<file path="src/design/etd_pkg.sv">
// ----------------------------------------------------------------------------
// etd_pkg
// Shared types, character codes and helper functions for the escaped text
// decoder.
// ----------------------------------------------------------------------------
package etd_pkg;

  typedef enum logic [2:0] {
    MODE_PLAIN  = 3'd0,
    MODE_ESC    = 3'd1,
    MODE_DEC    = 3'd2,
    MODE_XFIRST = 3'd3,
    MODE_XSEC   = 3'd4,
    MODE_XDEAD  = 3'd5
  } mode_t;

  localparam logic [7:0] CH_BACKSLASH = 8'h5C;
  localparam logic [7:0] CH_X         = 8'h78;
  localparam logic [7:0] CH_ZERO      = 8'h30;
  localparam logic [7:0] CH_LOWER_A   = 8'h61;
  localparam logic [7:0] CH_UPPER_A   = 8'h41;

  localparam int unsigned QDEPTH = 4;
  localparam int unsigned QAW    = $clog2(QDEPTH);

  typedef struct packed {
    logic [7:0] chr;
    logic       has_byte;
    logic       eos;
  } res_t;

  typedef struct packed {
    res_t       r0;
    res_t       r1;
    logic [1:0] n;
  } step_out_t;

  typedef struct packed {
    logic       ok;
    logic [3:0] val;
  } hex_t;

  function automatic hex_t hex_decode(input logic [7:0] c);
    hex_t h;
    logic [7:0] d;
    h.ok  = 1'b0;
    h.val = 4'd0;
    d     = 8'd0;
    if (c inside {[8'h30:8'h39]}) begin
      d = c - CH_ZERO;
      h.ok = 1'b1;
      h.val = d[3:0];
    end else if (c inside {[8'h61:8'h66]}) begin
      d = c - CH_LOWER_A + 8'd10;
      h.ok = 1'b1;
      h.val = d[3:0];
    end else if (c inside {[8'h41:8'h46]}) begin
      d = c - CH_UPPER_A + 8'd10;
      h.ok = 1'b1;
      h.val = d[3:0];
    end
    return h;
  endfunction

  function automatic logic [7:0] control_code(input logic [7:0] c);
    logic [7:0] r;
    case (c)
      8'h72: r = 8'd13;
      8'h6E: r = 8'd10;
      8'h74: r = 8'd9;
      8'h62: r = 8'd8;
      8'h61: r = 8'd7;
      8'h66: r = 8'd12;
      8'h76: r = 8'd11;
      default: r = c;
    endcase
    return r;
  endfunction

endpackage

</file>
<file path="src/design/etd_step.sv">
// ----------------------------------------------------------------------------
// etd_step
// Escape state machine: decodes one registered byte per fire and yields up to
// two result words.
// ----------------------------------------------------------------------------
module etd_step (
  input  logic                clk,
  input  logic                rst,
  input  logic                fire,
  input  logic [7:0]          chr,
  input  logic                last,
  output etd_pkg::step_out_t  res
);
  import etd_pkg::*;

  mode_t      mode, mode_next;
  logic [7:0] esc_val, esc_val_next;
  logic [1:0] digit_count, digit_count_next;

  always_ff @(posedge clk) begin
    if (rst) begin
      mode        <= MODE_PLAIN;
      esc_val     <= 8'd0;
      digit_count <= 2'd0;
    end else if (fire) begin
      mode        <= mode_next;
      esc_val     <= esc_val_next;
      digit_count <= digit_count_next;
    end
  end

  always_comb begin
    hex_t       h;
    logic       is_dig;
    logic       as_plain;
    logic [1:0] n;
    logic [7:0] v0, v1, emit_val, dval;
    logic [1:0] cnt_inc;

    h                = hex_decode(chr);
    is_dig           = chr inside {[8'h30:8'h39]};
    dval             = chr - CH_ZERO;
    as_plain         = 1'b0;
    n                = 2'd0;
    v0               = 8'd0;
    v1               = 8'd0;
    emit_val         = 8'd0;
    cnt_inc          = digit_count + 2'd1;
    mode_next        = mode;
    esc_val_next     = esc_val;
    digit_count_next = digit_count;

    case (mode)
      MODE_ESC: begin
        if (is_dig) begin
          esc_val_next     = dval;
          digit_count_next = 2'd1;
          mode_next        = MODE_DEC;
        end else if (chr == CH_X) begin
          mode_next = MODE_XFIRST;
        end else begin
          v0        = control_code(chr);
          n         = 2'd1;
          mode_next = MODE_PLAIN;
        end
      end
      MODE_DEC: begin
        if (is_dig && digit_count != 2'd3) begin
          esc_val_next     = 8'((esc_val * 8'd10) + dval);
          digit_count_next = cnt_inc;
          if (cnt_inc == 2'd3) begin
            v0        = esc_val_next;
            n         = 2'd1;
            mode_next = MODE_PLAIN;
          end
        end else begin
          v0        = esc_val;
          n         = 2'd1;
          mode_next = MODE_PLAIN;
          as_plain  = 1'b1;
        end
      end
      MODE_XFIRST: begin
        if (h.ok) begin
          esc_val_next = {4'd0, h.val};
          mode_next    = MODE_XSEC;
        end else begin
          esc_val_next = 8'd0;
          mode_next    = MODE_XDEAD;
        end
      end
      MODE_XSEC, MODE_XDEAD: begin
        emit_val = (mode == MODE_XSEC) ? esc_val : 8'd0;
        if (h.ok) begin
          if (mode == MODE_XSEC) begin
            emit_val = {esc_val[3:0], h.val};
          end
        end else begin
          as_plain = 1'b1;
        end
        v0        = emit_val;
        n         = 2'd1;
        mode_next = MODE_PLAIN;
      end
      default: begin
        as_plain = 1'b1;
      end
    endcase

    if (as_plain) begin
      if (chr == CH_BACKSLASH) begin
        mode_next = MODE_ESC;
      end else begin
        mode_next = MODE_PLAIN;
        if (n == 2'd0) begin
          v0 = chr;
        end else begin
          v1 = chr;
        end
        n = n + 2'd1;
      end
    end

    res.r0.chr      = v0;
    res.r0.has_byte = 1'b1;
    res.r0.eos      = 1'b0;
    res.r1.chr      = v1;
    res.r1.has_byte = 1'b1;
    res.r1.eos      = 1'b0;

    if (last) begin
      // flush a pending numeric escape
      if (mode_next == MODE_DEC || mode_next == MODE_XSEC || mode_next == MODE_XDEAD) begin
        emit_val = (mode_next == MODE_XDEAD) ? 8'd0 : esc_val_next;
        if (n == 2'd0) begin
          res.r0.chr = emit_val;
        end else begin
          res.r1.chr = emit_val;
        end
        n = n + 2'd1;
      end
      if (n == 2'd0) begin
        res.r0.chr      = 8'd0;
        res.r0.has_byte = 1'b0;
        n               = 2'd1;
      end
      if (n == 2'd1) begin
        res.r0.eos = 1'b1;
      end else begin
        res.r1.eos = 1'b1;
      end
      mode_next        = MODE_PLAIN;
      esc_val_next     = 8'd0;
      digit_count_next = 2'd0;
    end

    res.n = n;
  end

endmodule

</file>
<file path="src/design/etd_outq.sv">
// ----------------------------------------------------------------------------
// etd_outq
// Small result queue: takes up to two words per cycle, hands out one word per
// cycle on a valid/ready channel.
// ----------------------------------------------------------------------------
module etd_outq (
  input  logic                clk,
  input  logic                rst,
  input  logic                push,
  input  etd_pkg::step_out_t  wr,
  output logic                room,
  output logic                out_valid,
  input  logic                out_ready,
  output etd_pkg::res_t       rd
);
  import etd_pkg::*;

  res_t           mem [QDEPTH];
  logic [QAW-1:0] wr_ptr, rd_ptr;
  logic [QAW:0]   count, count_next;
  logic           pop;
  logic [QAW:0]   push_n;
  logic [QAW-1:0] wr_ptr_p1;

  assign pop       = out_valid && out_ready;
  assign out_valid = (count != '0);
  assign room      = (count <= (QAW+1)'(QDEPTH - 2));
  assign push_n    = push ? (QAW+1)'(wr.n) : '0;
  assign wr_ptr_p1 = wr_ptr + 1'b1;
  assign rd        = mem[rd_ptr];

  always_comb begin
    count_next = count + push_n - (QAW+1)'(pop);
  end

  always_ff @(posedge clk) begin
    if (push && wr.n != 2'd0) begin
      mem[wr_ptr] <= wr.r0;
    end
    if (push && wr.n == 2'd2) begin
      mem[wr_ptr_p1] <= wr.r1;
    end
  end

  always_ff @(posedge clk) begin
    if (rst) begin
      wr_ptr <= '0;
      rd_ptr <= '0;
      count  <= '0;
    end else begin
      wr_ptr <= wr_ptr + push_n[QAW-1:0];
      if (pop) begin
        rd_ptr <= rd_ptr + 1'b1;
      end
      count <= count_next;
    end
  end

endmodule

</file>
<file path="src/design/escaped_text_decoder.sv">
// ----------------------------------------------------------------------------
// escaped_text_decoder
// Decodes backslash escapes in a quoted text body, one byte per word.
// ----------------------------------------------------------------------------
// each byte goes through the input register, then the result queue
// throughput: one input word per cycle while results drain one per cycle;
//   a byte that ends a numeric escape as a plain byte gives two words in a
//   four-entry result queue that holds input back while three or more wait
// reset: synchronous; returns to plain text mode and empties the queue
module escaped_text_decoder (
  input  logic       clk,
  input  logic       rst,
  input  logic       in_valid,
  output logic       in_ready,
  input  logic [7:0] in_byte,
  input  logic       in_last,
  output logic       out_valid,
  input  logic       out_ready,
  output logic [7:0] out_byte,
  output logic       has_byte,
  output logic       end_of_string
);
  import etd_pkg::*;

  logic      pend;
  logic [7:0] chr_r;
  logic      last_r;
  logic      room;
  logic      fire;
  step_out_t step_res;
  res_t      rd;

  assign fire     = pend && room;
  assign in_ready = !pend || room;

  // input register
  always_ff @(posedge clk) begin
    if (rst) begin
      pend <= 1'b0;
    end else if (in_ready) begin
      pend <= in_valid;
    end
  end

  always_ff @(posedge clk) begin
    if (in_valid && in_ready) begin
      chr_r  <= in_byte;
      last_r <= in_last;
    end
  end

  etd_step u_step (
    .clk  (clk),
    .rst  (rst),
    .fire (fire),
    .chr  (chr_r),
    .last (last_r),
    .res  (step_res)
  );

  etd_outq u_outq (
    .clk       (clk),
    .rst       (rst),
    .push      (fire),
    .wr        (step_res),
    .room      (room),
    .out_valid (out_valid),
    .out_ready (out_ready),
    .rd        (rd)
  );

  assign out_byte      = rd.chr;
  assign has_byte      = rd.has_byte;
  assign end_of_string = rd.eos;

endmodule
</file>
<file path="config.mk">
export PLATFORM = sky130hd
export DESIGN_NAME = escaped_text_decoder
export DESIGN_NICKNAME = d
export VERILOG_FILES = /design/src/design/etd_pkg.sv /design/src/design/etd_step.sv /design/src/design/etd_outq.sv /design/src/design/escaped_text_decoder.sv
export SDC_FILE = /design/constraint.sdc
export NUM_CORES = 1
export LEC_CHECK = 0
export CAP_MARGIN = 20
export CORE_MARGIN = 2
export CORE_UTILIZATION = 30
export CTS_BUF_LIST = sky130_fd_sc_hd__clkbuf_16
export DETAILED_ROUTE_END_ITERATION = 8
export DONT_BUFFER_PORTS = 1
export HOLD_SLACK_MARGIN = 0.06
export SYNTH_ARGS = -nofsm -noshare
export SYNTH_HDL_FRONTEND = slang
export SYNTH_SLANG_ARGS = --single-unit
</file>
<file path="constraint.sdc">
create_clock -name clk -period 8.1 [get_ports clk]
set_input_delay 1.62 -clock clk [delete_from_list [all_inputs] [get_ports clk]]
set_output_delay 1.62 -clock clk [all_outputs]
set_load 0.05 [all_outputs]
</file>
==> results.md <==
* Sequential cell area at 1890 um2
* Nets at 562
* # clock sinks at 72
* Initial antenna violation count at 0
* DIE HEIGHT at between 100 and 150 um
* Critical path fanouts, max at 10
* Final Max Tran Viols at 0
* Register bit total from synthesis at slightly above 70
* Final RePlAce weighted congestion at approximately 0.92
* First DRT Iteration DRCs at 578
* Outcome: finished, final reports clean
* Count of final setup violators at 0
* Drt pass-1 iters at 6
* Post_cts resized at 0
* Antenna-violating nets left at 0
* Post-synthesis simple-gate area fraction at 0.155
* Critical Path Source Type: flip-flop
* Yosys warnings at 0
* CP Capture Type: flip-flop
* Arrival time of the worst setup path at 4970 ps
* Floorplan core area at about 17000 um2
* Ys flop type: edfxtp_1
* Grt total ovfl at 0
* Post-synthesis adder-cell area fraction at 0.0789
* Largest family of logic cells by synthesized area: compound AO/OA/AOI/OAI gates
* PD cells at 208 nW/um2
* Multi-input logic area at 3210 um2
* Async set or reset register ratio after synthesis at 0
* Clk_lat worst skew at approximately 340 ps
* Global-route usage over all layers at 0.167
* Die Wd at 138 um
* Max VDD drop at 0.132 mV
* Via count at 4574
* CTS clock-pin slew for the worst setup and hold paths at 60 ps
* Vias in the first global route at 4333
* Syn_nets at 581
* Post-CTS setup buffer count at 0
* Number of max-cap violations at 0
* Share of layout cells above drive strength 1 at 0.123
* Leading cell types in the layout, fill and taps excluded: edfxtp_1 (45), nor2_1 (38), nand2_1 (33), ha_1 (29), dfxtp_1 (27)
* Share of the synthesized area in the top cell type at 0.252
* Synth area leader: edfxtp_1
* Mean area per synthesized cell at 10.0 um2
* Seq/Total Area, Yosys at 0.353
* Dpl cells at 731
* DP HPWL at 11.3 mm
* Compound-Gate Fraction of Synth Area at 0.278
* Via density at 6.12
* Fin Setup TNS at 0 ps
* Pwr Total at approximately 0.0012 W
* Cell variety after synth at between 80 and 90
* Layout area overhead at 8.06%
* Die area at 18900 um2
* DR WL/cell at just over 20 um
* Period minus WS final at between 4000 and 5000 ps
* Routed wire length at 15.5 mm
* Global-route wire length before repair at 24.1 mm
* Commonest non-fill, non-tap cell in the layout: edfxtp_1
* Clock Root Buffer: clkbuf_16
* Hold buffers post-CTS at 0
* Largest net degree at the start of global routing at 37
* CTS tree: done
* CTS Buffer Depth at 2
* I/O Buffers at 0
* Worst-Margin Slew at 987 ps
* Dominant cells by area after synthesis: edfxtp_1 (25%), dfxtp_1 (10%), ha_1 (6.8%)
* Synth Instances at roughly 540
* # rows at 48
* RSZ-0062 raised after global routing: no
* Non-filler cells, final at 747
* Final Util at 0.334
* Hold WC Path Type: flip-flop to flip-flop
* Setup Skew at 10.8 ps
* Multiplexer share of the synthesized area at 0.0570
* Worst path required time at approximately 8300 ps
* Rel. slew slack at 0.337
* Final Cycle Share at 0.585
* DR DRC count at 0
* I/O pin cnt at 25
* Hold Slack at 493 ps
* FMAX at 211 MHz
* Kind of critical path: flip-flop to flip-flop
* Final Hold Viols at 0
* Cell area after synthesis at 5360 um2
* Antenna Cells at 0
* Cts bufs inserted at 9
* Number of fill cells at roughly 1700
* Effective utilization at floorplan at 0.309
* Lkg Pwr at 2.03 nW
* Number of flops mapped to enable cells by yosys at 45
* Xor and xnor area share after synthesis at 0.0294
* H-tree levels at 3
-- state kept, by name, summed over array words and instances, names as in the netlist, named ones only --
name / cells
u_outq.wr_ptr: 2
u_outq.rd_ptr: 2
pend: 1
last_r: 1
u_step.digit_count: 2
u_outq.count: 3
u_outq.mem: 40
chr_r: 8
u_step.esc_val: 8
u_step.mode: 3
-- path summary, 6_finish.rpt --
check	end	start	slack, ps	cells past startpoint
setup reg to reg	u_outq.count[2]	chr_r[1]	3370	19
setup / recovery	u_outq.count[2]	chr_r[1]	3370	19
hold / removal	u_outq.mem[3][1]	u_outq.mem[3][1]	490	2
hold reg to reg	u_outq.mem[3][1]	u_outq.mem[3][1]	490	2
-- stage by stage --
| step | instance area, um2 | worst slack (ps) |
|---|---|---|
| after floorplan | 5360 | 3880 |
| after CTS | 5790 | 3400 |
| after global routing | 5790 | 3140 |
| after detailed placement | 5490 | 3450 |
| final | 5790 | 3370 |
| after global placement | 5490 | 3570 |
-- Yosys cell counts, types with 5 or more instances --
library cell and instances:
o22ai_1 12, nand2b_1 6, clkbuf_1 18, a21o_1 10
a211oi_1 5, o32ai_1 25, edfxtp_1 45, o211ai_1 6
nand2_1 33, and3_1 6, o31ai_1 8, mux4_2 10
o21ai_0 13, nor3_1 11, a21oi_1 26, inv_1 24
mux2i_1 8, o32ai_2 6, ha_1 29, buf_6 5
nand3_1 21, buf_2 7, dfxtp_1 27, nor2b_1 12
a22oi_1 18, xnor2_1 14, nor2_1 38
-- routing by layer --
metal | GRT usage | share of wire | vias to the layer above
li1 | - | - | 2078
met1 | 0.218 | 0.43 | 2217
met2 | 0.267 | 0.46 | 246
met3 | 0.0486 | 0.085 | 33
met4 | 0.0487 | 0.022 | 0
met5 | 0 | 0 | -
-- area by class of cell --
class / instances / share of cell area
Multi-Input combinational cell: 407 / 0.554
Sequential cell: 72 / 0.327
Tap cell: 225 / 0.0486
Clock buffer: 9 / 0.0389
Inverter: 24 / 0.0156
Clock inverter: 7 / 0.0125
Timing Repair Buffer: 3 / 0.00389
-- where the power goes --
part	total [W]	switching (W)	internal, W
Clock	0.000399	0.000161	0.000239
Combinational	0.000331	0.000222	0.000109
Sequential	0.000473	0.0000455	0.000428
Total	0.00120	0.000428	0.000775
-- worst max-delay path, stage by stage (launching register included) --
cell,delay [ps]
edfxtp_1,560
inv_1,220
ha_1,310
o21bai_4,100
a311o_1,510
o211ai_1,270
a22o_1,280
inv_1,70
ha_1,320
a21o_1,160
nand2_1,110
ha_1,320
nand3_1,70
a21o_1,220
ha_1,280
inv_1,50
fa_1,420
xor2_1,170
xnor2_1,130
nor2_1,60
-- kinds of logic (layout without fill, tap and decap cells) --
family	after synthesis	in the layout
AND/OR/NAND/NOR	159	159
adder cells (fa/ha/maj)	32	32
buffers and inverters	57	43
XOR/XNOR	18	18
AO/OA/AOI/OAI	180	180
multiplexers	18	18
flip-flops	72	72
(Power assumes the default switching activity.)
